### src/rtl/clock_unit_detector_assert.svh
// ----------------------------------------------------------------------------
// clock unit detector assertion macros
// Shared concurrent assertion forms used by the RTL checks.
// ----------------------------------------------------------------------------
`ifndef CLOCK_UNIT_DETECTOR_ASSERT_SVH
`define CLOCK_UNIT_DETECTOR_ASSERT_SVH

// same-cycle implication, off during reset
`define CUD_ASSERT_IMPLY(label, clk, rst_n, ante, cons) \
    label: assert property (@(posedge clk) disable iff (!rst_n) (ante) |-> (cons)) \
        else $error("clock unit detector check failed");

// next-cycle implication, off during reset
`define CUD_ASSERT_NEXT(label, clk, rst_n, ante, cons) \
    label: assert property (@(posedge clk) disable iff (!rst_n) (ante) |=> (cons)) \
        else $error("clock unit detector check failed");

`endif

### src/rtl/cud_pkg.sv
// ----------------------------------------------------------------------------
// cud_pkg
// Types and constants shared by the clock unit detector modules.
// ----------------------------------------------------------------------------
`timescale 1ns / 1ps
`default_nettype none

package cud_pkg;

    // time format, unsigned Q32.16
    localparam int TIME_BITS = 48;
    localparam int OUT_BITS  = TIME_BITS + 1;

    // configuration
    localparam int VOTE_BITS      = 4;
    localparam int MIN_DELTA_BITS = 16;
    localparam int CFG_ADDR_BITS  = 2;
    localparam int CFG_DATA_BITS  = 16;

    localparam logic [CFG_ADDR_BITS-1:0] CFG_VOTES_NEEDED   = 2'd0;
    localparam logic [CFG_ADDR_BITS-1:0] CFG_MIN_WALL_DELTA = 2'd1;

    localparam logic [VOTE_BITS-1:0]      VOTES_RESET     = 4'd4;
    localparam logic [MIN_DELTA_BITS-1:0] MIN_DELTA_RESET = 16'd33;

    // divide by 1000 as (x >> 3) / 125 with a 46-bit reciprocal, shift 52
    localparam int DIV_IN_BITS    = TIME_BITS - 3;
    localparam int DIV_MAGIC_BITS = 46;
    localparam logic [DIV_MAGIC_BITS-1:0] DIV_MAGIC = 46'd36028797018964;
    localparam int DIV_SHIFT      = 52;
    localparam int DIV_PROD_BITS  = DIV_IN_BITS + DIV_MAGIC_BITS;
    localparam int QUO_BITS       = DIV_PROD_BITS - DIV_SHIFT;

    // settled unit of the host clock
    typedef enum logic [1:0] {
        UNIT_NONE = 2'd0,
        UNIT_SEC  = 2'd1,
        UNIT_MSEC = 2'd2
    } unit_t;

    // per-tick vote qualification from the front stage
    typedef struct packed {
        logic qualify;
        logic sec_win;
        logic ms_win;
    } vote_flags_t;

endpackage

`default_nettype wire

### src/rtl/cud_if.sv
// ----------------------------------------------------------------------------
// cud channel interfaces
// Valid/ready channels for ticks, results and configuration writes.
// ----------------------------------------------------------------------------
`timescale 1ns / 1ps
`default_nettype none

interface cud_tick_if;
    import cud_pkg::*;

    logic                 valid;
    logic                 ready;
    logic [TIME_BITS-1:0] host_time;
    logic                 host_present;
    logic [TIME_BITS-1:0] wall_time;

    modport source (output valid, host_time, host_present, wall_time, input ready);
    modport sink (input valid, host_time, host_present, wall_time, output ready);
endinterface

interface cud_result_if;
    import cud_pkg::*;

    logic                       valid;
    logic                       ready;
    logic signed [OUT_BITS-1:0] elapsed_time;
    logic [1:0]                 unit_state;

    modport source (output valid, elapsed_time, unit_state, input ready);
    modport sink (input valid, elapsed_time, unit_state, output ready);
endinterface

interface cud_cfg_if;
    import cud_pkg::*;

    logic                     valid;
    logic                     ready;
    logic [CFG_ADDR_BITS-1:0] addr;
    logic [CFG_DATA_BITS-1:0] data;

    modport source (output valid, addr, data, input ready);
    modport sink (input valid, addr, data, output ready);
endinterface

`default_nettype wire

### src/rtl/clock_unit_detector.sv
// ----------------------------------------------------------------------------
// clock_unit_detector
// Decides whether a host clock counts seconds or milliseconds and turns each
// tick into elapsed seconds since the first tick.
//
// Usage:
//   tick    one beat per frame: host_time, host_present, wall_time (Q32.16)
//   result  one beat per tick: elapsed_time (signed Q32.16), unit_state
//   cfg     register writes, addr 0 votes_needed, addr 1 min_wall_delta;
//           always ready, write only while no tick is in flight
//   Throughput: one tick per cycle while result.ready stays high; the pipeline
//   is input register, window test, vote, and two divide-by-1000 multiply
//   stages into the output register.
//   Reset: votes cleared, unit unsettled, history and wall origin forgotten,
//   registers back to 4 and 33; the first tick after reset sets the origin.
//   Stall: when result.ready is low the beat holds, stages behind it keep
//   filling and tick.ready drops once every stage is occupied.
// ----------------------------------------------------------------------------
`timescale 1ns / 1ps
`default_nettype none

`include "clock_unit_detector_assert.svh"

module clock_unit_detector (
    input  wire logic      clk,
    input  wire logic      rst_n,
    cud_tick_if.sink       tick,
    cud_result_if.source   result,
    cud_cfg_if.sink        cfg
);
    import cud_pkg::*;

    // configuration
    logic [VOTE_BITS-1:0]      votes_needed_reg;
    logic [MIN_DELTA_BITS-1:0] min_wall_delta_reg;

    // pipeline valids and moves
    logic v0_reg, v1_reg, v2_reg, v3_reg, vout_reg;
    logic move0, move1, move2, move3;

    // stage payloads
    logic [TIME_BITS-1:0]       s0_host_reg;
    logic                       s0_present_reg;
    logic [TIME_BITS-1:0]       s0_wall_reg;
    vote_flags_t                s1_flags_reg;
    logic [TIME_BITS-1:0]       s1_host_reg;
    logic                       s1_present_reg;
    logic signed [OUT_BITS-1:0] s1_wall_diff_reg;
    unit_t                      s2_unit_reg;
    logic [TIME_BITS-1:0]       s2_host_reg;
    logic                       s2_present_reg;
    logic signed [OUT_BITS-1:0] s2_wall_diff_reg;
    unit_t                      s3_unit_reg;
    logic [TIME_BITS-1:0]       s3_host_reg;
    logic                       s3_present_reg;
    logic signed [OUT_BITS-1:0] s3_wall_diff_reg;
    logic signed [OUT_BITS-1:0] out_elapsed_reg;
    unit_t                      out_unit_reg;

    vote_flags_t                flags;
    logic signed [OUT_BITS-1:0] wall_diff;
    unit_t                      settled;
    unit_t                      unit_next;
    logic [QUO_BITS-1:0]        quotient;
    logic signed [OUT_BITS-1:0] elapsed_next;

    // configuration writes
    assign cfg.ready = 1'b1;

    always_ff @(posedge clk or negedge rst_n)
    begin
        if (!rst_n)
        begin
            votes_needed_reg   <= VOTES_RESET;
            min_wall_delta_reg <= MIN_DELTA_RESET;
        end
        else if (cfg.valid)
        begin
            unique case (cfg.addr)
                CFG_VOTES_NEEDED:   votes_needed_reg   <= cfg.data[VOTE_BITS-1:0];
                CFG_MIN_WALL_DELTA: min_wall_delta_reg <= cfg.data[MIN_DELTA_BITS-1:0];
                default:            ;
            endcase
        end
    end

    // stage advance, each stage moves when the next one is free or moving
    assign move3      = v3_reg && (!vout_reg || result.ready);
    assign move2      = v2_reg && (!v3_reg || move3);
    assign move1      = v1_reg && (!v2_reg || move2);
    assign move0      = v0_reg && (!v1_reg || move1);
    assign tick.ready = !v0_reg || move0;

    always_ff @(posedge clk or negedge rst_n)
    begin
        if (!rst_n)
        begin
            v0_reg   <= 1'b0;
            v1_reg   <= 1'b0;
            v2_reg   <= 1'b0;
            v3_reg   <= 1'b0;
            vout_reg <= 1'b0;
        end
        else
        begin
            v0_reg   <= (tick.valid && tick.ready) || (v0_reg && !move0);
            v1_reg   <= move0 || (v1_reg && !move1);
            v2_reg   <= move1 || (v2_reg && !move2);
            v3_reg   <= move2 || (v3_reg && !move3);
            vout_reg <= move3 || (vout_reg && !result.ready);
        end
    end

    // input register
    always_ff @(posedge clk)
    begin
        if (tick.valid && tick.ready)
        begin
            s0_host_reg    <= tick.host_time;
            s0_present_reg <= tick.host_present;
            s0_wall_reg    <= tick.wall_time;
        end
    end

    // window tests and history
    cud_front u_front (
        .clk            (clk),
        .rst_n          (rst_n),
        .en             (move0),
        .host_time      (s0_host_reg),
        .host_present   (s0_present_reg),
        .wall_time      (s0_wall_reg),
        .min_wall_delta (min_wall_delta_reg),
        .flags          (flags),
        .wall_diff      (wall_diff)
    );

    always_ff @(posedge clk)
    begin
        if (move0)
        begin
            s1_flags_reg     <= flags;
            s1_host_reg      <= s0_host_reg;
            s1_present_reg   <= s0_present_reg;
            s1_wall_diff_reg <= wall_diff;
        end
    end

    // voting
    cud_vote u_vote (
        .clk          (clk),
        .rst_n        (rst_n),
        .en           (move1),
        .flags        (s1_flags_reg),
        .votes_needed (votes_needed_reg),
        .settled      (settled),
        .unit_next    (unit_next)
    );

    // millisecond divide, aligned with stages two and three
    cud_div1000 u_div (
        .clk       (clk),
        .en_a      (move1),
        .en_b      (move2),
        .host_time (s1_host_reg),
        .quotient  (quotient)
    );

    always_ff @(posedge clk)
    begin
        if (move1)
        begin
            s2_unit_reg      <= unit_next;
            s2_host_reg      <= s1_host_reg;
            s2_present_reg   <= s1_present_reg;
            s2_wall_diff_reg <= s1_wall_diff_reg;
        end
        if (move2)
        begin
            s3_unit_reg      <= s2_unit_reg;
            s3_host_reg      <= s2_host_reg;
            s3_present_reg   <= s2_present_reg;
            s3_wall_diff_reg <= s2_wall_diff_reg;
        end
    end

    // time source select; the epoch is the first tick's value, always zero
    always_comb
    begin
        priority if (s3_present_reg && (s3_unit_reg == UNIT_SEC))
        begin
            elapsed_next = $signed({1'b0, s3_host_reg});
        end
        else if (s3_present_reg && (s3_unit_reg == UNIT_MSEC))
        begin
            elapsed_next = $signed({{(OUT_BITS-QUO_BITS){1'b0}}, quotient});
        end
        else
        begin
            elapsed_next = s3_wall_diff_reg;
        end
    end

    // output register
    always_ff @(posedge clk)
    begin
        if (move3)
        begin
            out_elapsed_reg <= elapsed_next;
            out_unit_reg    <= s3_unit_reg;
        end
    end

    assign result.valid        = vout_reg;
    assign result.elapsed_time = out_elapsed_reg;
    assign result.unit_state   = out_unit_reg;

    // checks
    `CUD_ASSERT_NEXT(a_settle_sticky, clk, rst_n, settled != UNIT_NONE, settled == $past(settled))
    `CUD_ASSERT_NEXT(a_settle_on_vote, clk, rst_n, !move1, $stable(settled))
    `CUD_ASSERT_NEXT(a_vote_stage_holds, clk, rst_n, v1_reg && !move1, v1_reg && $stable(s1_host_reg))

endmodule

`default_nettype wire

### src/rtl/cud_front.sv
// ----------------------------------------------------------------------------
// cud_front
// Tracks previous host and wall readings and the wall origin, and forms the
// delta window tests and the wall time since the first tick.
// ----------------------------------------------------------------------------
`timescale 1ns / 1ps
`default_nettype none

module cud_front (
    input  wire logic                                clk,
    input  wire logic                                rst_n,
    input  wire logic                                en,
    input  wire logic [cud_pkg::TIME_BITS-1:0]       host_time,
    input  wire logic                                host_present,
    input  wire logic [cud_pkg::TIME_BITS-1:0]       wall_time,
    input  wire logic [cud_pkg::MIN_DELTA_BITS-1:0]  min_wall_delta,
    output cud_pkg::vote_flags_t                     flags,
    output logic signed [cud_pkg::OUT_BITS-1:0]      wall_diff
);
    import cud_pkg::*;

    localparam int X10_BITS    = TIME_BITS + 4;
    localparam int X100_BITS   = TIME_BITS + 7;
    localparam int X10000_BITS = TIME_BITS + 14;

    logic [TIME_BITS-1:0]   last_host_reg;
    logic                   last_host_valid_reg;
    logic [TIME_BITS-1:0]   last_wall_reg;
    logic [TIME_BITS-1:0]   origin_reg;
    logic                   seen_reg;

    logic [TIME_BITS-1:0]   hd;
    logic [TIME_BITS-1:0]   wd;
    logic [X10_BITS-1:0]    hd_x10;
    logic [X10_BITS-1:0]    wd_x10;
    logic [X100_BITS-1:0]   wd_x100;
    logic [X10000_BITS-1:0] wd_x10000;
    logic [TIME_BITS-1:0]   origin;
    logic                   deltas_ok;

    // deltas against the previous tick
    assign hd = host_time - last_host_reg;
    assign wd = wall_time - last_wall_reg;

    // constant multiples for the ratio windows
    assign hd_x10    = ({4'b0, hd} << 3) + ({4'b0, hd} << 1);
    assign wd_x10    = ({4'b0, wd} << 3) + ({4'b0, wd} << 1);
    assign wd_x100   = {7'b0, wd} * 7'd100;
    assign wd_x10000 = {14'b0, wd} * 14'd10000;

    // tick may vote: present, history known, host forward, wall forward enough
    assign deltas_ok = (host_time > last_host_reg) && (wall_time >= last_wall_reg) &&
                       (wd >= {{(TIME_BITS-MIN_DELTA_BITS){1'b0}}, min_wall_delta});

    always_comb
    begin
        flags.qualify = host_present && last_host_valid_reg && seen_reg && deltas_ok;
        flags.sec_win = (hd_x10 > {4'b0, wd}) && ({4'b0, hd} < wd_x10);
        flags.ms_win  = ({7'b0, hd} > wd_x100) && ({14'b0, hd} < wd_x10000);
    end

    // wall time since the first tick, origin taken from this tick if first
    assign origin    = seen_reg ? origin_reg : wall_time;
    assign wall_diff = $signed({1'b0, wall_time}) - $signed({1'b0, origin});

    // history valid flags
    always_ff @(posedge clk or negedge rst_n)
    begin
        if (!rst_n)
        begin
            last_host_valid_reg <= 1'b0;
            seen_reg            <= 1'b0;
        end
        else if (en)
        begin
            seen_reg <= 1'b1;
            if (host_present)
            begin
                last_host_valid_reg <= 1'b1;
            end
        end
    end

    // history values
    always_ff @(posedge clk)
    begin
        if (en)
        begin
            last_wall_reg <= wall_time;
            if (host_present)
            begin
                last_host_reg <= host_time;
            end
            if (!seen_reg)
            begin
                origin_reg <= wall_time;
            end
        end
    end

endmodule

`default_nettype wire

### src/rtl/cud_vote.sv
// ----------------------------------------------------------------------------
// cud_vote
// Counts seconds and milliseconds votes and settles the host clock unit.
// ----------------------------------------------------------------------------
`timescale 1ns / 1ps
`default_nettype none

module cud_vote (
    input  wire logic                           clk,
    input  wire logic                           rst_n,
    input  wire logic                           en,
    input  wire cud_pkg::vote_flags_t           flags,
    input  wire logic [cud_pkg::VOTE_BITS-1:0]  votes_needed,
    output cud_pkg::unit_t                      settled,
    output cud_pkg::unit_t                      unit_next
);
    import cud_pkg::*;

    localparam logic [VOTE_BITS-1:0] VOTE_MAX = {VOTE_BITS{1'b1}};

    logic [VOTE_BITS-1:0] sec_votes_reg;
    logic [VOTE_BITS-1:0] sec_votes_next;
    logic [VOTE_BITS-1:0] ms_votes_reg;
    logic [VOTE_BITS-1:0] ms_votes_next;
    unit_t                settled_reg;
    unit_t                settled_next;

    // saturating increment
    function automatic logic [VOTE_BITS-1:0] vote_bump(input logic [VOTE_BITS-1:0] v);
        return (v == VOTE_MAX) ? v : v + {{(VOTE_BITS-1){1'b0}}, 1'b1};
    endfunction

    // vote and settle for the current tick
    always_comb
    begin
        sec_votes_next = sec_votes_reg;
        ms_votes_next  = ms_votes_reg;
        settled_next   = settled_reg;
        if ((settled_reg == UNIT_NONE) && flags.qualify)
        begin
            if (flags.sec_win)
            begin
                sec_votes_next = vote_bump(sec_votes_reg);
            end
            else if (flags.ms_win)
            begin
                ms_votes_next = vote_bump(ms_votes_reg);
            end
            if ((sec_votes_next >= votes_needed) || (ms_votes_next >= votes_needed))
            begin
                settled_next = (ms_votes_next > sec_votes_next) ? UNIT_MSEC : UNIT_SEC;
            end
        end
    end

    // vote state
    always_ff @(posedge clk or negedge rst_n)
    begin
        if (!rst_n)
        begin
            sec_votes_reg <= '0;
            ms_votes_reg  <= '0;
            settled_reg   <= UNIT_NONE;
        end
        else if (en)
        begin
            sec_votes_reg <= sec_votes_next;
            ms_votes_reg  <= ms_votes_next;
            settled_reg   <= settled_next;
        end
    end

    assign settled   = settled_reg;
    assign unit_next = settled_next;

endmodule

`default_nettype wire

### src/rtl/cud_div1000.sv
// ----------------------------------------------------------------------------
// cud_div1000
// Two-stage divide of a host reading by 1000 through a reciprocal multiply
// split into four partial products.
// ----------------------------------------------------------------------------
`timescale 1ns / 1ps
`default_nettype none

module cud_div1000 (
    input  wire logic                            clk,
    input  wire logic                            en_a,
    input  wire logic                            en_b,
    input  wire logic [cud_pkg::TIME_BITS-1:0]   host_time,
    output logic [cud_pkg::QUO_BITS-1:0]         quotient
);
    import cud_pkg::*;

    localparam int XL_BITS  = 23;
    localparam int XH_BITS  = DIV_IN_BITS - XL_BITS;
    localparam int ML_BITS  = 23;
    localparam int MH_BITS  = DIV_MAGIC_BITS - ML_BITS;
    localparam int LL_BITS  = XL_BITS + ML_BITS;
    localparam int LH_BITS  = XL_BITS + MH_BITS;
    localparam int HL_BITS  = XH_BITS + ML_BITS;
    localparam int HH_BITS  = XH_BITS + MH_BITS;
    localparam int MID_BITS = LH_BITS + 1;

    logic [DIV_IN_BITS-1:0]   x;
    logic [XL_BITS-1:0]       xl;
    logic [XH_BITS-1:0]       xh;
    logic [LL_BITS-1:0]       ll_reg;
    logic [LH_BITS-1:0]       lh_reg;
    logic [HL_BITS-1:0]       hl_reg;
    logic [HH_BITS-1:0]       hh_a_reg;
    logic [LL_BITS-1:0]       ll_b_reg;
    logic [MID_BITS-1:0]      mid_reg;
    logic [HH_BITS-1:0]       hh_b_reg;
    logic [DIV_PROD_BITS-1:0] total;

    // divide by 8 first, the reciprocal covers the divide by 125
    assign x  = host_time[TIME_BITS-1:3];
    assign xl = x[XL_BITS-1:0];
    assign xh = x[DIV_IN_BITS-1:XL_BITS];

    // stage a: partial products
    always_ff @(posedge clk)
    begin
        if (en_a)
        begin
            ll_reg   <= {{(LL_BITS-XL_BITS){1'b0}}, xl} *
                        {{(LL_BITS-ML_BITS){1'b0}}, DIV_MAGIC[ML_BITS-1:0]};
            lh_reg   <= {{MH_BITS{1'b0}}, xl} *
                        {{XL_BITS{1'b0}}, DIV_MAGIC[DIV_MAGIC_BITS-1:ML_BITS]};
            hl_reg   <= {{ML_BITS{1'b0}}, xh} * {{XH_BITS{1'b0}}, DIV_MAGIC[ML_BITS-1:0]};
            hh_a_reg <= {{MH_BITS{1'b0}}, xh} *
                        {{XH_BITS{1'b0}}, DIV_MAGIC[DIV_MAGIC_BITS-1:ML_BITS]};
        end
    end

    // stage b: fold the cross terms
    always_ff @(posedge clk)
    begin
        if (en_b)
        begin
            mid_reg  <= {1'b0, lh_reg} + {{(MID_BITS-HL_BITS){1'b0}}, hl_reg};
            ll_b_reg <= ll_reg;
            hh_b_reg <= hh_a_reg;
        end
    end

    // final sum and shift
    assign total = ({{(DIV_PROD_BITS-HH_BITS){1'b0}}, hh_b_reg} << (XL_BITS + ML_BITS)) +
                   ({{(DIV_PROD_BITS-MID_BITS){1'b0}}, mid_reg} << XL_BITS) +
                   {{(DIV_PROD_BITS-LL_BITS){1'b0}}, ll_b_reg};

    assign quotient = total[DIV_PROD_BITS-1:DIV_SHIFT];

endmodule

`default_nettype wire

### src/flat_wrapper.sv
// flat-port wrapper written by rule: the top's interface ports become plain ports
module clock_unit_detector_flat import cud_pkg::*;
  (clk, rst_n, tick_valid, tick_host_time, tick_host_present, tick_wall_time, tick_ready, result_valid, result_elapsed_time, result_unit_state, result_ready, cfg_valid, cfg_addr, cfg_data, cfg_ready);
  cud_tick_if tick_i ();
  cud_result_if result_i ();
  cud_cfg_if cfg_i ();
  input  wire logic clk;
  input  wire logic rst_n;
  input wire logic [$bits(tick_i.valid)-1:0] tick_valid;
  input wire logic [$bits(tick_i.host_time)-1:0] tick_host_time;
  input wire logic [$bits(tick_i.host_present)-1:0] tick_host_present;
  input wire logic [$bits(tick_i.wall_time)-1:0] tick_wall_time;
  output wire logic [$bits(tick_i.ready)-1:0] tick_ready;
  output wire logic [$bits(result_i.valid)-1:0] result_valid;
  output wire logic [$bits(result_i.elapsed_time)-1:0] result_elapsed_time;
  output wire logic [$bits(result_i.unit_state)-1:0] result_unit_state;
  input wire logic [$bits(result_i.ready)-1:0] result_ready;
  input wire logic [$bits(cfg_i.valid)-1:0] cfg_valid;
  input wire logic [$bits(cfg_i.addr)-1:0] cfg_addr;
  input wire logic [$bits(cfg_i.data)-1:0] cfg_data;
  output wire logic [$bits(cfg_i.ready)-1:0] cfg_ready;
  assign tick_i.valid = tick_valid;
  assign tick_i.host_time = tick_host_time;
  assign tick_i.host_present = tick_host_present;
  assign tick_i.wall_time = tick_wall_time;
  assign tick_ready = tick_i.ready;
  assign result_valid = result_i.valid;
  assign result_elapsed_time = result_i.elapsed_time;
  assign result_unit_state = result_i.unit_state;
  assign result_i.ready = result_ready;
  assign cfg_i.valid = cfg_valid;
  assign cfg_i.addr = cfg_addr;
  assign cfg_i.data = cfg_data;
  assign cfg_ready = cfg_i.ready;
  clock_unit_detector u_core (.clk(clk), .rst_n(rst_n), .tick(tick_i), .result(result_i), .cfg(cfg_i));
endmodule
### config.mk
export PLATFORM = sky130hd
export DESIGN_NAME = clock_unit_detector_flat
export DESIGN_NICKNAME = d
export VERILOG_FILES = /design/src/rtl/cud_pkg.sv /design/src/rtl/cud_if.sv /design/src/rtl/clock_unit_detector.sv /design/src/rtl/cud_front.sv /design/src/rtl/cud_vote.sv /design/src/rtl/cud_div1000.sv /design/src/flat_wrapper.sv
export VERILOG_INCLUDE_DIRS = /design/src /design/src/rtl
export SDC_FILE = /design/constraint.sdc
export NUM_CORES = 2
export LEC_CHECK = 0
export BUFFER_PORTS_ARGS = -buffer_cell sky130_fd_sc_hd__buf_2
export CAP_MARGIN = 10
export CORE_UTILIZATION = 68
export DETAILED_ROUTE_END_ITERATION = 12
export GPL_ROUTABILITY_DRIVEN = 0
export PLACE_DENSITY = 0.82
export SLEW_MARGIN = 25
export SYNTH_ARGS = -nofsm -noshare
export SYNTH_HDL_FRONTEND = slang
export SYNTH_SLANG_ARGS = --single-unit
### constraint.sdc
create_clock -name clk -period 17.5 [get_ports clk]
set_input_delay 0.875 -clock clk [delete_from_list [all_inputs] [get_ports clk]]
set_output_delay 0.875 -clock clk [all_outputs]
set_load 0.01 [all_outputs]
* Word level (Yosys, flattened, before mapping) *
Cells that the tools add are included.

storage, ports and cells
  flip-flop bits (word level) = 941
  input bits = 120
  output and inout bits = 54
  logic and storage cells = 134

operators by class
  add/sub/neg operators = 10
  multiply operators = 6
  order comparisons = 10
  equal/unequal tests = 5
  multiplexer cells = 13
  reduce and logical (&&, ||, !) cells = 48

operators with widths
  kind                                                 number
  2-to-1 mux 48 bit                                    3
  adder 51 x 49 -> 52 bit                              2
  subtractor 48 bit                                    2
  adder 91 x 45 -> 91 bit                              1
  adder 91 x 70 -> 91 bit                              1
  less-than comparator 48 x 62 -> 1 bit                1
  multiplier 48 x 10 -> 58 bit, second input constant  1
  > comparator 48 x 55 -> 1 bit                        1
  multiplier 48 x 5 -> 53 bit, second input constant   1
  > comparator 52 x 48 -> 1 bit                        1
  less-than comparator 48 x 52 -> 1 bit                1
  subtractor 48 x 48 -> 49 bit                         1
  greater-or-equal comparator 48 x 16 -> 1 bit         1
  greater-or-equal comparator 48 bit                   1
  > comparator 48 bit                                  1
  adder 46 x 44 -> 47 bit                              1
  multiplier 23 x 23 -> 46 bit, second input constant  1
  multiplier 22 x 23 -> 45 bit, second input constant  1
  multiplier 23 x 20 -> 43 bit, second input constant  1
  multiplier 22 x 20 -> 42 bit, second input constant  1
  2-to-1 mux 4 bit                                     7
  logical AND 1 bit                                    20
  logical OR 1 bit                                     11
  zero test 1 bit                                      10
  other kinds (10)                                     20

* Longest topological paths before layout *
  depth after elaboration = 12
  gate-level depth with buffers = 49
  mapped depth without buffers = 49

* By module *
Synthesis repeated with hierarchy kept, for this count alone.

unflattened totals
  cell total of the unflattened synthesis = 9378
  area total of the unflattened synthesis = 97035.6 µm²

modules (own cells, without submodules)
  module               times used  cells each  area an instance (µm²)  sequential area each (µm²)
  cud_div1000          1           4173        44074.8                 8047.7
  cud_front            1           4296        35688.0                 4374.2
  clock_unit_detector  1           820         16407.0                 14112.3
  cud_vote             1           89          865.8                   250.2

* Least setup slack after synthesis *
OpenSTA, ideal clock, no wires.

  path type = flip-flop to flip-flop
  start = register u_core.s0_wall_reg[0]
  end = register u_core.s1_flags_reg[0] (netlist bit) (data pin)
  setup time = 273 ps
  arrival time = 8847 ps
  required time = 17227 ps
  slack = 8380 ps
  stages on the path, launching flop included = 49
  path buffers = 0
  clock period less this slack = 9120 ps
  cells stage by stage = edfxtp_1 inv_1 ha_1 fa_1 nand2b_1 a21o_1 a211oi_2 a21oi_1 xnor2_1 inv_1 fa_1 inv_1 ha_1 fa_1 ha_1 inv_1 fa_1 inv_1 [13 not listed] a21oi_1 xor2_1 ha_1 nor2b_1 o21ai_0 nand2b_1 a21oi_1 nor2b_1 o21ai_0 nand2b_1 a2111oi_0 o211ai_1 a21oi_1 a311o_1 a2111oi_0 nand3_1 nor3_1 a41oi_1

RTL lines
  element                 line                        source
  start, declared         clock_unit_detector.sv:44   logic [TIME_BITS-1:0] s0_wall_reg;
  start signal, assigned  clock_unit_detector.sv:121  s0_wall_reg <= tick.wall_time;
  end signal, assigned    clock_unit_detector.sv:142  s1_flags_reg <= flags;
  end, declared           clock_unit_detector.sv:45   vote_flags_t s1_flags_reg;

==> impl_metrics.tcl <==
set metrics [dict create \
    io_pins 174 \
    worstPathRequired_ps 17930 \
    syn_area_per_cell_um2 10.68 \
    port_buffers 172 \
    num_vias 67850 \
    routed_wl_um 251900 \
    grt_pass1_vias 70610 \
    cts_hold_buf 0 \
    critPathKind "flop to flop" \
    gr-total-overflow 0 \
    drc 0 \
    post-route-period-util_pct 63.50 \
    cp.arrival_ps 11550 \
    fin_cells 10870 \
    post-cts-setup-buffer-count 0 \
    crit_fanout 7 \
    worstSkewPairLatency_ps 730 \
    initialDrtViolationCount 6206 \
    clock-sinks 893 \
    hpwlAfterDp_um 202600 \
    yosysSeqAreaShare_pct 28.68 \
    clockBufferDepth 3 \
    synthesis.nets 11280 \
    ys_top_cells_by_area "edfxtp_1 (28%), ha_1 (23%), fa_1 (17%)" \
    routedWlPerCell_um 23.18 \
    hp-class "input pin to asynchronous set/reset pin" \
    start_util_pct 68.55 \
    slew_headroom_pct 24.33 \
    critical_path.max_stage_delay_ps 670 \
    worstMarginPinSlew_ps 1131 \
    die-area_um2 138000 \
    grtUsageMet1_pct 44.71 \
    first_pass_iters 9 \
    r2r_cells 47 \
    yosysMostFrequentCell "ha_1" \
    period_minus_slack_ps 11110 \
    drive_above_1_share_pct 6.103 \
    finalSetupViolCount 0 \
    cts_buffers 93 \
    coreArea_um2 135500 \
    drv_slew 0 \
    ant_nets 0 \
    gr-max-usage-layer "met2" \
    nNetsFinal 11590 \
    rsz0062_at_grt "no" \
    hold_viol 0 \
    ctsRootBufferMaster "clkbuf_16" \
    startpoint_type "flop" \
    area_delta_synth_final_pct 7.297 \
    ys.flop_type "edfxtp_1" \
    met3_usage_pct 7.777 \
    nFillCells 9028 \
    synth_edf_count 856 \
    hold_ws_ps 168.0 \
    fmax_mhz 90.00 \
    netlist_instances 8697 \
    timing.max_cap.violations 0 \
    ys_warn_count 0 \
    use_met2_pct 60.28 \
    tritoncts "yes" \
    grt.total_usage_pct 36.97 \
    place_inst 10690 \
    num_rows 135 \
    grt_pass1_wl_um 387800 \
    yosysUniqueCellTypes 106 \
    yosys.area.top_type "edfxtp_1" \
    end_kind "flop" \
    syn-cell-area_um2 92860 \
    yosysTopAreaCellShare_pct 27.68 \
    grt_antenna_before_repair 16 \
    grt_max_degree 84 \
    h-tree-depth 3 \
    synth_common_cells "ha_1 (1680), inv_1 (1634), edfxtp_1 (856)" \
    async_reset_ff_share_pct 4.143 \
    ys_seq_elements 893 \
    path_clk_slew_ps 80 \
    cpMaxStageDelayCell "xnor2_1" \
    fin_tns_setup_ps 0 \
    vias_per_cell 6.245 \
    die_h_um 371.5 \
    status "complete, no violations" \
    r2r_slack_ps 6390 \
    die_x_um 371.5 \
    fin_skew_ps 54.32 \
    cts.repair.resized 0 \
]
-- metrics by stage --
stage / cell area (um2) / setup slack, ps / utilization, %
floorplan: 92860 / 8380 / -
global placement: 96450 / 7086 / 71.20
detailed placement: 96450 / 6718 / 71.20
CTS: 99560 / 6658 / 73.50
global route: 99620 / 5775 / 73.54
finish: 99640 / 6388 / 73.55
-- worst max-delay path, delay by kind of cell (launching register included) --
kind            cells  cell delay (ps)
xor+xnor            2              770
flops               1              460
buf+inv             4              530
simple gates       11             1620
fa+ha+maj           8             3330
compound gates     22             4130
-- cell type report --
| type | instances | area, um2 | area share (%) |
|---|---|---|---|
| Sequential cell | 893 | 26640 | 26.73 |
| Tap cell | 1781 | 2228 | 2.236 |
| Multi-Input combinational cell | 6094 | 59840 | 60.05 |
| Inverter | 1645 | 6175 | 6.197 |
| Clock buffer | 109 | 2419 | 2.427 |
| Timing Repair Buffer | 273 | 1637 | 1.643 |
| Antenna cell | 7 | 17.52 | 0.01758 |
| Clock inverter | 63 | 689.4 | 0.6919 |
-- cells in the final DEF, fill, tap and decap left out, types with 36 or more instances in the layout --
| master | synthesis | layout |
|---|---|---|
| nand3_1 | 111 | 111 |
| mux2i_1 | 53 | 53 |
| nor2_1 | 348 | 347 |
| edfxtp_1 | 856 | 856 |
| nand4_1 | 86 | 86 |
| ha_1 | 1680 | 1680 |
| xnor2_1 | 333 | 329 |
| or2_2 | 36 | 36 |
| o21a_1 | 68 | 68 |
| nand2_1 | 277 | 277 |
| xor2_1 | 167 | 167 |
| nand2b_1 | 125 | 125 |
| o21ai_0 | 324 | 324 |
| fa_1 | 787 | 787 |
| a211oi_1 | 41 | 41 |
| buf_2 | 10 | 171 |
| inv_1 | 1634 | 1634 |
| a21oi_1 | 488 | 488 |
| clkbuf_16 | 0 | 94 |
| o21bai_1 | 61 | 61 |
| and3_1 | 46 | 45 |
| or3_1 | 40 | 40 |
| nor2b_1 | 120 | 119 |
| a31oi_1 | 48 | 48 |
| nor3_1 | 95 | 95 |
| buf_4 | 2 | 99 |
| a21o_1 | 274 | 274 |
-- cells by family after synthesis --
logic type	count (synthesis)	share of synthesized area [%]
adders and majority gates	2477	39.71
DFF	893	28.68
other	1	0.004038
muxes	75	0.8381
xor gates and xnor gates	505	4.816
and+or+nand+nor	1400	7.598
buffers and inverters	1710	6.950
AOI/OAI and AO/OA	1636	11.40
-- final timing paths --
| kind | endpoint | startpoint |
|---|---|---|
| worst max-delay path | u_core.s1_flags_reg[0] | u_core.s0_wall_reg[10] |
| worst min-delay path | u_core.min_wall_delta_reg[6] | rst_n |
| worst max register to register | u_core.s1_flags_reg[0] | u_core.s0_wall_reg[10] |
| worst min register to register | u_core.s3_host_reg[22] | u_core.s2_host_reg[22] |
| max in group asynchronous | u_core.u_front.seen_reg | rst_n |
| min in group clk | u_core.s0_wall_reg[5] | tick_wall_time[5] |
-- layer usage --
metal	up-vias	part of all wire, %	wire (um)
met5	-	0.027	67
met2	3414	46	116100
met3	926	9.7	24510
li1	30670	-	-
met1	32830	36	91880
met4	12	7.7	19340
Power is left out: the tool's default activity adds up to more than one toggle a clock period on the data nets, which glitch-free logic cannot reach.
